--- src/hw/rtl/cidrf_pkg.sv ---
// Shared types and constants for the chipset index/data register file.
// Holds the controller state type, command/status structs and port codes.
// Used by cidrf_ctrl, cidrf_dp and chipset_index_data_register_file.
package cidrf_pkg;

  localparam int REG_COUNT = 256;
  localparam int REG_AW    = $clog2(REG_COUNT);

  // Bus access kinds.
  localparam logic OP_READ  = 1'b0;
  localparam logic OP_WRITE = 1'b1;

  // Port selectors.
  localparam logic [1:0] PORT_INDEX = 2'd0;
  localparam logic [1:0] PORT_DATA  = 2'd1;
  localparam logic [1:0] PORT_VIDEO = 2'd2;
  localparam logic [1:0] PORT_IO    = 2'd3;

  // Special indexes and bytes.
  localparam logic [REG_AW-1:0] IDX_LOCK          = REG_AW'(8'hff);
  localparam logic [REG_AW-1:0] IDX_CONFLICT      = REG_AW'(8'h20);
  localparam logic [REG_AW-1:0] IDX_CONFLICT_BASE = REG_AW'(8'hc0);
  localparam logic [REG_AW-1:0] IDX_E_SEG         = REG_AW'(8'h0a);
  localparam logic [REG_AW-1:0] IDX_F_SEG         = REG_AW'(8'h0b);
  localparam logic [7:0]        LOCK_BYTE         = 8'hff;
  localparam logic [7:0]        UNLOCK_FIRST      = 8'h14;
  localparam logic [7:0]        UNLOCK_SECOND     = 8'h09;
  localparam logic [7:0]        MASKED_BYTE       = 8'hff;

  // Configuration register addresses (byte address bits).
  localparam int               CFG_AW       = 3;
  localparam logic             CFG_IDX_CPU  = 1'b0;

  localparam int OUT_TDATA_W = 24;

  typedef enum logic {
    ST_IDLE,
    ST_EXEC
  } state_t;

  typedef struct packed {
    logic load;
    logic commit;
  } cmd_t;

  typedef struct packed {
    logic slot_free;
  } sts_t;

endpackage

--- src/hw/rtl/cidrf_ctrl.sv ---
// Controller for the chipset register file: sequences accept and execute.
// Depends on cidrf_pkg for the state type and command/status structs.
module cidrf_ctrl (
  input  logic            clk,
  input  logic            rst_n,
  input  logic            in_tvalid,
  output logic            in_tready,
  input  cidrf_pkg::sts_t sts,
  output cidrf_pkg::cmd_t cmd
);
  import cidrf_pkg::*;

  state_t state_r;
  state_t state_nxt;

  always_ff @(posedge clk) begin
    if (!rst_n) begin
      state_r <= ST_IDLE;
    end else begin
      state_r <= state_nxt;
    end
  end

  always_comb begin
    state_nxt = state_r;
    case (state_r)
      ST_IDLE: begin
        if (in_tvalid) state_nxt = ST_EXEC;
      end
      ST_EXEC: begin
        if (sts.slot_free) state_nxt = ST_IDLE;
      end
      default: state_nxt = ST_IDLE;
    endcase
  end

  always_comb begin
    in_tready  = 1'b0;
    cmd.load   = 1'b0;
    cmd.commit = 1'b0;
    case (state_r)
      ST_IDLE: begin
        in_tready = 1'b1;
        cmd.load  = in_tvalid;
      end
      ST_EXEC: begin
        cmd.commit = sts.slot_free;
      end
      default: begin
        in_tready = 1'b0;
      end
    endcase
  end

endmodule

--- src/hw/rtl/cidrf_dp.sv ---
// Datapath of the chipset register file: the 256-byte file memory, the
// index/lock/control registers and the output register. Uses cidrf_pkg.
module cidrf_dp (
  input  logic                                clk,
  input  logic                                rst_n,
  input  cidrf_pkg::cmd_t                     cmd,
  output cidrf_pkg::sts_t                     sts,
  input  logic                                cpu_mask,
  input  logic                                item_op,
  input  logic [1:0]                          item_port,
  input  logic [7:0]                          item_data,
  output logic                                out_tvalid,
  input  logic                                out_tready,
  output logic [cidrf_pkg::OUT_TDATA_W-1:0]   out_tdata
);
  import cidrf_pkg::*;

  // Latched item.
  logic            op_r;
  logic [1:0]      port_r;
  logic [7:0]      data_r;

  // Architectural state.
  logic [REG_AW-1:0] index_r,  index_nxt;
  logic [7:0]        last_r,   last_nxt;
  logic              locked_r, locked_nxt;
  logic [7:0]        video_r,  video_nxt;
  logic [7:0]        io_r,     io_nxt;
  logic [1:0]        emode_r,  emode_nxt;
  logic [1:0]        fmode_r,  fmode_nxt;

  // File memory with per-entry valid bits; an unwritten entry reads as zero.
  logic [7:0]           mem [REG_COUNT];
  logic [REG_COUNT-1:0] vld_r;
  logic [7:0]           rd_data_r;
  logic                 rd_vld_r;
  logic                 mem_we;

  logic [7:0]                 read_byte;
  logic [7:0]                 file_byte;
  logic [OUT_TDATA_W-1:0]     out_tdata_r;
  logic                       out_valid_r;

  always_ff @(posedge clk) begin
    if (cmd.load) begin
      op_r   <= item_op;
      port_r <= item_port;
      data_r <= item_data;
    end
  end

  // The file is read every cycle at the current index; the data is used in
  // the execute cycle, which follows the cycle in which the item was taken.
  always_ff @(posedge clk) begin
    if (mem_we) begin
      mem[index_r] <= data_r;
    end
    rd_data_r <= mem[index_r];
    rd_vld_r  <= vld_r[index_r];
  end

  assign file_byte = rd_vld_r ? rd_data_r : 8'h00;

  always_comb begin
    index_nxt  = index_r;
    last_nxt   = last_r;
    locked_nxt = locked_r;
    video_nxt  = video_r;
    io_nxt     = io_r;
    emode_nxt  = emode_r;
    fmode_nxt  = fmode_r;
    mem_we     = 1'b0;
    read_byte  = 8'h00;
    if (op_r == OP_WRITE) begin
      case (port_r)
        PORT_INDEX: index_nxt = data_r;
        PORT_DATA: begin
          if (locked_r) begin
            if (last_r == UNLOCK_FIRST && data_r == UNLOCK_SECOND) locked_nxt = 1'b0;
            last_nxt = data_r;
          end else if (index_r == IDX_LOCK && data_r == LOCK_BYTE) begin
            locked_nxt = 1'b1;
          end else begin
            mem_we = cmd.commit;
            if (index_r == IDX_E_SEG) emode_nxt = data_r[5:4];
            if (index_r == IDX_F_SEG) fmode_nxt = data_r[5:4];
          end
        end
        PORT_VIDEO: video_nxt = data_r;
        default:    io_nxt    = data_r;
      endcase
    end else begin
      case (port_r)
        PORT_INDEX: read_byte = locked_r ? MASKED_BYTE : index_r;
        PORT_DATA: begin
          if (locked_r) begin
            read_byte = MASKED_BYTE;
          end else if (cpu_mask &&
                       (index_r >= IDX_CONFLICT_BASE || index_r == IDX_CONFLICT)) begin
            read_byte = MASKED_BYTE;
          end else begin
            read_byte = file_byte;
          end
        end
        PORT_VIDEO: read_byte = video_r;
        default:    read_byte = io_r;
      endcase
    end
  end

  always_ff @(posedge clk) begin
    if (!rst_n) begin
      index_r  <= '0;
      last_r   <= '0;
      locked_r <= 1'b0;
      video_r  <= '0;
      io_r     <= '0;
      emode_r  <= '0;
      fmode_r  <= '0;
      vld_r    <= '0;
    end else if (cmd.commit) begin
      index_r  <= index_nxt;
      last_r   <= last_nxt;
      locked_r <= locked_nxt;
      video_r  <= video_nxt;
      io_r     <= io_nxt;
      emode_r  <= emode_nxt;
      fmode_r  <= fmode_nxt;
      if (mem_we) vld_r[index_r] <= 1'b1;
    end
  end

  // Output register; it frees up in the same cycle its result is taken.
  always_ff @(posedge clk) begin
    if (!rst_n) begin
      out_valid_r <= 1'b0;
    end else if (cmd.commit) begin
      out_valid_r <= 1'b1;
    end else if (out_tready) begin
      out_valid_r <= 1'b0;
    end
  end

  always_ff @(posedge clk) begin
    if (cmd.commit) begin
      out_tdata_r <= {7'b0, ~video_nxt[2], ~io_nxt[3], ~io_nxt[2], io_nxt[1:0],
                      fmode_nxt, emode_nxt, read_byte};
    end
  end

  assign sts.slot_free = !out_valid_r || out_tready;
  assign out_tvalid    = out_valid_r;
  assign out_tdata     = out_tdata_r;

endmodule

--- src/hw/rtl/chipset_index_data_register_file.sv ---
// Top level of the chipset index/data register file block.
// Instantiates cidrf_ctrl and cidrf_dp and holds the APB configuration
// register; depends on cidrf_pkg.
//
//   Channel   Direction  Handshake                  Contents
//   in_*      slave      in_tvalid / in_tready      one byte bus access
//   out_*     master     out_tvalid / out_tready    read byte and decoded controls
//   cfg_*     APB slave  psel, penable, pready      CPU select bit at byte address 0
//
// Each access is handled as the input transfer, then an execute cycle that
// uses the registered file read and updates the state; no new access is taken
// until the execute cycle is done. The execute cycle waits while the output
// register holds a result not yet taken; that result stays stable meanwhile.
// The synchronous reset clears one valid bit per file entry, so an entry that
// was never written reads as zero and no clearing pass is needed.
module chipset_index_data_register_file (
  input  logic                                clk,
  input  logic                                rst_n,
  // Input channel.
  input  logic                                in_tvalid,
  output logic                                in_tready,
  input  logic [7:0]                          in_tdata,  // [7:0] data
  input  logic [2:0]                          in_tuser,  // [0] op, [2:1] port
  // Output channel.
  output logic                                out_tvalid,
  input  logic                                out_tready,
  // [7:0] read_data, [9:8] e_segment_mode, [11:10] f_segment_mode,
  // [13:12] parallel_select, [14] serial_one_enable, [15] serial_two_enable,
  // [16] video_enable, [23:17] zero
  output logic [cidrf_pkg::OUT_TDATA_W-1:0]   out_tdata,
  // Configuration port.
  input  logic                                cfg_psel,
  input  logic                                cfg_penable,
  input  logic                                cfg_pwrite,
  input  logic [cidrf_pkg::CFG_AW-1:0]        cfg_paddr,
  input  logic [31:0]                         cfg_pwdata,
  output logic [31:0]                         cfg_prdata,
  output logic                                cfg_pready
);
  import cidrf_pkg::*;

  cmd_t cmd;
  sts_t sts;
  logic cpu_mask_r;
  logic cfg_wr;

  // The register index is the word address; only index zero exists.
  assign cfg_pready = 1'b1;
  assign cfg_wr     = cfg_psel && cfg_penable && cfg_pwrite && cfg_pready &&
                      (cfg_paddr[CFG_AW-1] == CFG_IDX_CPU);

  always_ff @(posedge clk) begin
    if (!rst_n) begin
      cpu_mask_r <= 1'b0;
    end else if (cfg_wr) begin
      cpu_mask_r <= cfg_pwdata[0];
    end
  end

  always_comb begin
    cfg_prdata = '0;
    if (cfg_paddr[CFG_AW-1] == CFG_IDX_CPU) cfg_prdata = {31'b0, cpu_mask_r};
  end

  cidrf_ctrl u_ctrl (
    .clk       (clk),
    .rst_n     (rst_n),
    .in_tvalid (in_tvalid),
    .in_tready (in_tready),
    .sts       (sts),
    .cmd       (cmd)
  );

  cidrf_dp u_dp (
    .clk        (clk),
    .rst_n      (rst_n),
    .cmd        (cmd),
    .sts        (sts),
    .cpu_mask   (cpu_mask_r),
    .item_op    (in_tuser[0]),
    .item_port  (in_tuser[2:1]),
    .item_data  (in_tdata),
    .out_tvalid (out_tvalid),
    .out_tready (out_tready),
    .out_tdata  (out_tdata)
  );

endmodule
--- config.mk ---
export PLATFORM = sky130hd
export DESIGN_NAME = chipset_index_data_register_file
export DESIGN_NICKNAME = d
export VERILOG_FILES = /design/src/hw/rtl/cidrf_pkg.sv /design/src/hw/rtl/cidrf_ctrl.sv /design/src/hw/rtl/cidrf_dp.sv /design/src/hw/rtl/chipset_index_data_register_file.sv
export SDC_FILE = /design/constraint.sdc
export NUM_CORES = 2
export LEC_CHECK = 0
export BUFFER_PORTS_ARGS = -buffer_cell sky130_fd_sc_hd__buf_2
export CAP_MARGIN = 20
export CORE_ASPECT_RATIO = 0.75
export CORE_MARGIN = 2
export CORE_UTILIZATION = 55
export DETAILED_ROUTE_END_ITERATION = 8
export GPL_TIMING_DRIVEN = 0
export HOLD_SLACK_MARGIN = 0.02
export PLACE_DENSITY = 0.71
export SLEW_MARGIN = 20
export SYNTH_ARGS = -nofsm -noshare
export SYNTH_HDL_FRONTEND = slang
export SYNTH_HIERARCHICAL = 1
export SYNTH_SLANG_ARGS = --single-unit
--- constraint.sdc ---
create_clock -name clk -period 6.74 [get_ports clk]
set_input_delay 0.674 -clock clk [delete_from_list [all_inputs] [get_ports clk]]
set_output_delay 0.674 -clock clk [all_outputs]
set_load 0.01 [all_outputs]
== Word-level counts from Yosys, hierarchy flattened ==
Memories as Yosys holds them, arrays and structs flattened. A register that Yosys moved wholly into a read port is not among the register bits.
Cells that the tools add are included.

* Flip-flop bits (word level): 325
* Bits in latches: 0
* Bits in writable memories: 2,048
* ROM bits: 0
* Input bits: 53
* Output and inout bits: 59
* Logic and storage cells: 99
* Memories: 1

{| class="wikitable"
|+ Memories
! name !! depth !! width !! read ports !! clocked after Yosys merged registers in !! write ports !! line !! source
|-
| u_dp.mem || 256 || 8 || 1 || 1 || 1 || cidrf_dp.sv:33 || <nowiki>logic [7:0] mem [REG_COUNT];</nowiki>
|}

* Add/subtract/negate cells: 0
* Multipliers: 0
* Divide/modulo/power cells: 0
* Order comparisons: 3
* Equality and inequality tests: 9
* Shift operators: 0
* Muxes and demuxes: 41
* Bitwise operators: 7
* Reductions and logical operators: 19

{| class="wikitable"
|+ Operators by type and width
! kind !! count
|-
| $or A256 B256 Y256 || 1
|-
| $mux W8 || 4
|-
| $eq A8 B4 Y1 const B || 3
|-
| $pmux W8 S3 || 1
|-
| $mux W2 || 10
|-
| $mux W1 || 19
|-
| $eq A8 B8 Y1 const B || 2
|-
| $reduce_and A3 Y1 || 4
|-
| $lt A8 B9 Y1 const B || 1
|-
| $bmux W1 S8 || 1
|-
| $demux W1 S8 || 1
|-
| $eq A8 B5 Y1 const B || 1
|-
| $eq A8 B6 Y1 const B || 1
|-
| $ge A8 B1 Y1 const B || 1
|-
| $ge A8 B8 Y1 const B || 1
|-
| $mux W4 || 2
|-
| $logic_and A1 B1 Y1 || 7
|-
| $mux W3 || 2
|-
| $not A1 Y1 || 6
|-
| $reduce_and A4 Y1 || 1
|-
| $reduce_or A3 Y1 || 1
|-
| $eq A2 B1 Y1 const B || 1
|-
| $eq A2 B2 Y1 const B || 1
|-
| $logic_not A2 Y1 || 1
|-
| other kinds (5) || 6
|}

== Logic depth before layout (Yosys ltp) ==
* Depth in word-level cells: 9
* Mapped depth: 10
* Gate-level depth less buffers: 7

== Hierarchy ==
Netlist, hierarchy kept.

{| class="wikitable"
|+ Modules (own cells, without submodules)
! module !! times used !! cells an instance !! area an instance (µm²) !! seq. area each (µm²)
|-
| cidrf_dp || 1 || 4,507 || 90,524.3 || 68,405.6
|-
| chipset_index_data_register_file || 1 || 40 || 315.3 || 20.0
|-
| cidrf_ctrl || 1 || 6 || 50.0 || 20.0
|}

== Worst setup path after synthesis ==
OpenSTA, ideal clock, no wires.

* Path type: reg2reg
* Start: register u_dp.data_r[5]
* End: register u_dp.vld_r[185]
* Data arrival time: 5.548 ns
* Data required time: 6.625 ns
* Path slack: 1.077 ns
* Stages on the path, launching flop included: 9
* Path buffers: 3
* Clock period less this slack: 5.663 ns
* Cell sequence: edfxtp_1 > buf_2 > nand4_1 > or4_4 > buf_6 > o2111ai_4 > buf_4 > nor2_1 > o21a_1

* Longest elaborated chain between the ends: 7

{| class="wikitable"
|+ RTL lines
! item !! line !! source
|-
| start, declared || cidrf_dp.sv:21 || <nowiki>logic [7:0] data_r;</nowiki>
|-
| start signal, assigned || cidrf_dp.sv:48 || <nowiki>data_r <= item_data;</nowiki>
|-
| $eq A8 B8 Y1 || cidrf_dp.sv:81 || <nowiki>end else if (index_r == IDX_LOCK && data_r == LOCK_BYTE) begin</nowiki>
|-
| $logic_and A1 B1 Y1 || cidrf_dp.sv:81 ||
|-
| $mux W1 || cidrf_dp.sv:81 ||
|-
| $mux W1 || cidrf_dp.sv:78 || <nowiki>if (locked_r) begin</nowiki>
|-
| $mux W1 || cidrf_dp.sv:75 || <nowiki>case (port_r)</nowiki>
|-
| $mux W1 || cidrf_dp.sv:74 || <nowiki>if (op_r == OP_WRITE) begin</nowiki>
|-
| $reduce_and A2 Y1 (no line) || n/a ||
|-
| end signal, assigned || cidrf_dp.sv:120 || <nowiki>vld_r <= '0;</nowiki>
|-
| end signal, assigned by index || cidrf_dp.sv:129 || <nowiki>if (mem_we) vld_r[index_r] <= 1'b1;</nowiki>
|-
| end, declared || cidrf_dp.sv:34 || <nowiki>logic [REG_COUNT-1:0] vld_r;</nowiki>
|}

No other way between the ends.
A chain may end at the register's enable or synchronous reset.

==> metrics.txt <==
flops & latches, synth 2381; Die Y 356.1 um; Via Count 50190; Mean Syn Cell Area 19.96 um2; Worst setup SP type flop; H-tree depth 4; antenna viol nets, final 0; most common cell after layout, fill and taps aside edfxtp_1; total track usage 0.3138; largest net degree at the start of global routing 28; DR vias/cell 6.849; Fmax 196.7 MHz; Crit Path Class reg2reg; Comb power frac 0.027; Post-CTS Resized 0; RR Startpoint u_dp/out_tvalid; final worst slack 1.657 ns; Buf/Inv on CP 3; Slowest-stage cell, CP nor2_1; Pint 23050 uW; post-synth cell types 43; worst path cell trace nand2b_1 > and2_1 > buf_2 > nand2_1 > nor3_2 > buf_4 > nand3_1 > clkbuf_1 > nor2_1; via count of the first global-routing pass 47910; fin crit share 0.7542; Sw Share 0.2019; maxcap violations 0; hold_sp cfg_pwdata[0]; port buffer count 39; total wire length 263.8 mm; nature of the critical path endpoint flop; Post-CTS Setup Inserts 0; total power 28870 uW; Fin Clk Skew 0.03594 ns; maximum VDD drop 0.0002686 V; total gr overflow 0; setup repair after global routing missed its margin no; Clock power frac 0.417; worst-skew pair later-pin latency 0.86 ns; drc violations 0; Slew @ Worst Pin 1.336 ns; Cells after Synth 4553; Starting Density 0.5526; Leakage Power 0.03193 uW; Ys Warns 6; most frequent cells in the layout 2076 x edfxtp_1, 576 x mux4_2, 305 x dfxtp_1; Synth Cell Area 90890 um2; first-pass GRT wire length 366.1 mm; PD cells 278.8 nW/um2; Rel. slew slack 0.1090; Final Critical Period 5.083 ns; CTS tree built; Root Buffer clkbuf_16; crit path from u_dp/out_tvalid; Clock Sinks 2381; Core ar. 164500 um2; dpl ws 1.275 ns; number of cell rows 129; cts bufs inserted 207; FILL cells 11050; Seq pwr share 0.556; Seq/Total Area, Yosys 0.7531; Final Max Slew Viols 0; Post-synth top flop edfxtp_1; Critical Path AT 5.54 ns; Setup violations, final 0; Die X 473.4 um; CP max FO 18; Worst-path clk slew 0.06 ns; asr flop ratio synth 0; Worst path depth 9; gpl congestion 0.9851; die area 168600 um2; worst hold path cell count 3; dpl cells 6921; run status complete, no violations; Cell Count, Final, Fillers Out 7327; CTS Buffer Depth 3; I/O pin total 112; worst r2r path cells 9; Worst path max stage delay 0.82 ns; routed len/inst 36.01 um; CP delay by family, top simple AND/OR/NAND/NOR gates; initial antenna violation count 19; drt first pass iters 8; layout cells sized above 1 0.2483; fin nets 5033; Hold WC Path Type in2reg; Req. time, crit path 7.20 ns; Fin. Hold Viols 0; final hold slack 0.06997 ns; Psw 5829 uW; number of flops mapped to enable cells by yosys 2076; Area Overhead vs Synth 13.96%; post-DP HPWL 185.3 mm; DR iter-0 viols 7912
[kinds of logic after synthesis]
group	Yosys count	share of synthesized area
buf+inv	343	0.01887
other cells	3	0.0001239
mux	586	0.1439
simple gates	433	0.02048
flops	2381	0.7531
compound gates	807	0.06354
[final cells by class]
type                       count  area (um2)  area share
buffer                       339        1737     0.01677
clock buffer                 290        5883     0.05680
inverter                       4       15.01   0.0001450
tap                         2161        2704     0.02610
sequential                  2381       68450      0.6608
multi-input combinational   1865       21070      0.2034
timing repair buffer         182        2730     0.02636
clock inverter                99       980.9    0.009470
antenna                        6       15.01   0.0001450
[metrics by stage]
| step | area [um2] | utilization | setup TNS [ns] |
|---|---|---|---|
| after floorplan | 91020 | - | 0 |
| after global placement | 93920 | 0.5711 | -8092.12 |
| after detailed placement | 96560 | 0.5871 | 0 |
| after CTS | 103500 | 0.6295 | 0 |
| after global routing | 103600 | 0.6297 | 0 |
| final | 103600 | 0.6298 | 0 |
[flip-flops by register name, indices dropped and copies added (netlist names)]
| register | count |
|---|---|
| u_dp/out_tdata | 17 |
| u_dp/op_r | 1 |
| u_dp/rd_vld_r | 1 |
| u_dp/index_r | 8 |
| u_dp/mem | 2048 |
| u_dp/fmode_r | 2 |
| u_dp/data_r | 8 |
| cpu_mask_r | 1 |
| u_dp/last_r | 8 |
| u_dp/out_tvalid | 1 |
| u_dp/rd_data_r | 8 |
| u_dp/io_r | 8 |
| u_dp/video_r | 8 |
| u_dp/vld_r | 256 |
| u_dp/locked_r | 1 |
| u_dp/emode_r | 2 |
| u_dp/port_r | 2 |
| u_ctrl/state_r | 1 |
[power by group through the flow]
stage	combinational [uW]	clock (uW)	sequential (uW)
2_1_floorplan	223	0	16500
3_3_place_gp	379	0	16700
3_5_place_dp	746	0	16400
4_1_cts	753	12200	16000
5_1_grt	798	12700	16000
6_report	776	12100	16000
[final timing paths]
check                                         to  slack (ns)
worst max-delay path            u_dp/mem[142][6]        1.66
worst min-delay path                  cpu_mask_r        0.07
worst min register to register   u_dp/video_r[3]        0.46
worst max register to register  u_dp/mem[142][6]        1.66
[tightest hold or removal path: stages]
cell     delay [ns]
buf_2          0.10
nand2_1        0.05
mux2i_1        0.05
[synth_stat cells (36+ instances only)]
cell | count | area share
o21a_1 | 257 | 0.021
a21oi_1 | 187 | 0.010
clkbuf_1 | 179 | 0.0074
buf_2 | 51 | 0.0028
a22oi_1 | 288 | 0.024
o41ai_1 | 36 | 0.0035
dfxtp_1 | 305 | 0.067
buf_4 | 53 | 0.0044
edfxtp_1 | 2076 | 0.69
mux4_2 | 576 | 0.14
nand2_1 | 98 | 0.0040
nor2_1 | 231 | 0.0095
[layer usage]
layer | vias to the layer above | GRT usage | share of wire
li1 | 19640 | - | -
met1 | 26580 | 0.4500 | 0.38
met2 | 3448 | 0.4465 | 0.44
met3 | 493 | 0.1202 | 0.15
met4 | 20 | 0.1028 | 0.035
met5 | - | 0 | 0.0013
[repair_timing]
item | in CTS | in global routing
hold buffers | 11 | 0
setup endpoints to repair | 0 | 0
endpoints found under the hold margin | 11 | 0
No activity file was read; power rests on OpenSTA's default activity.
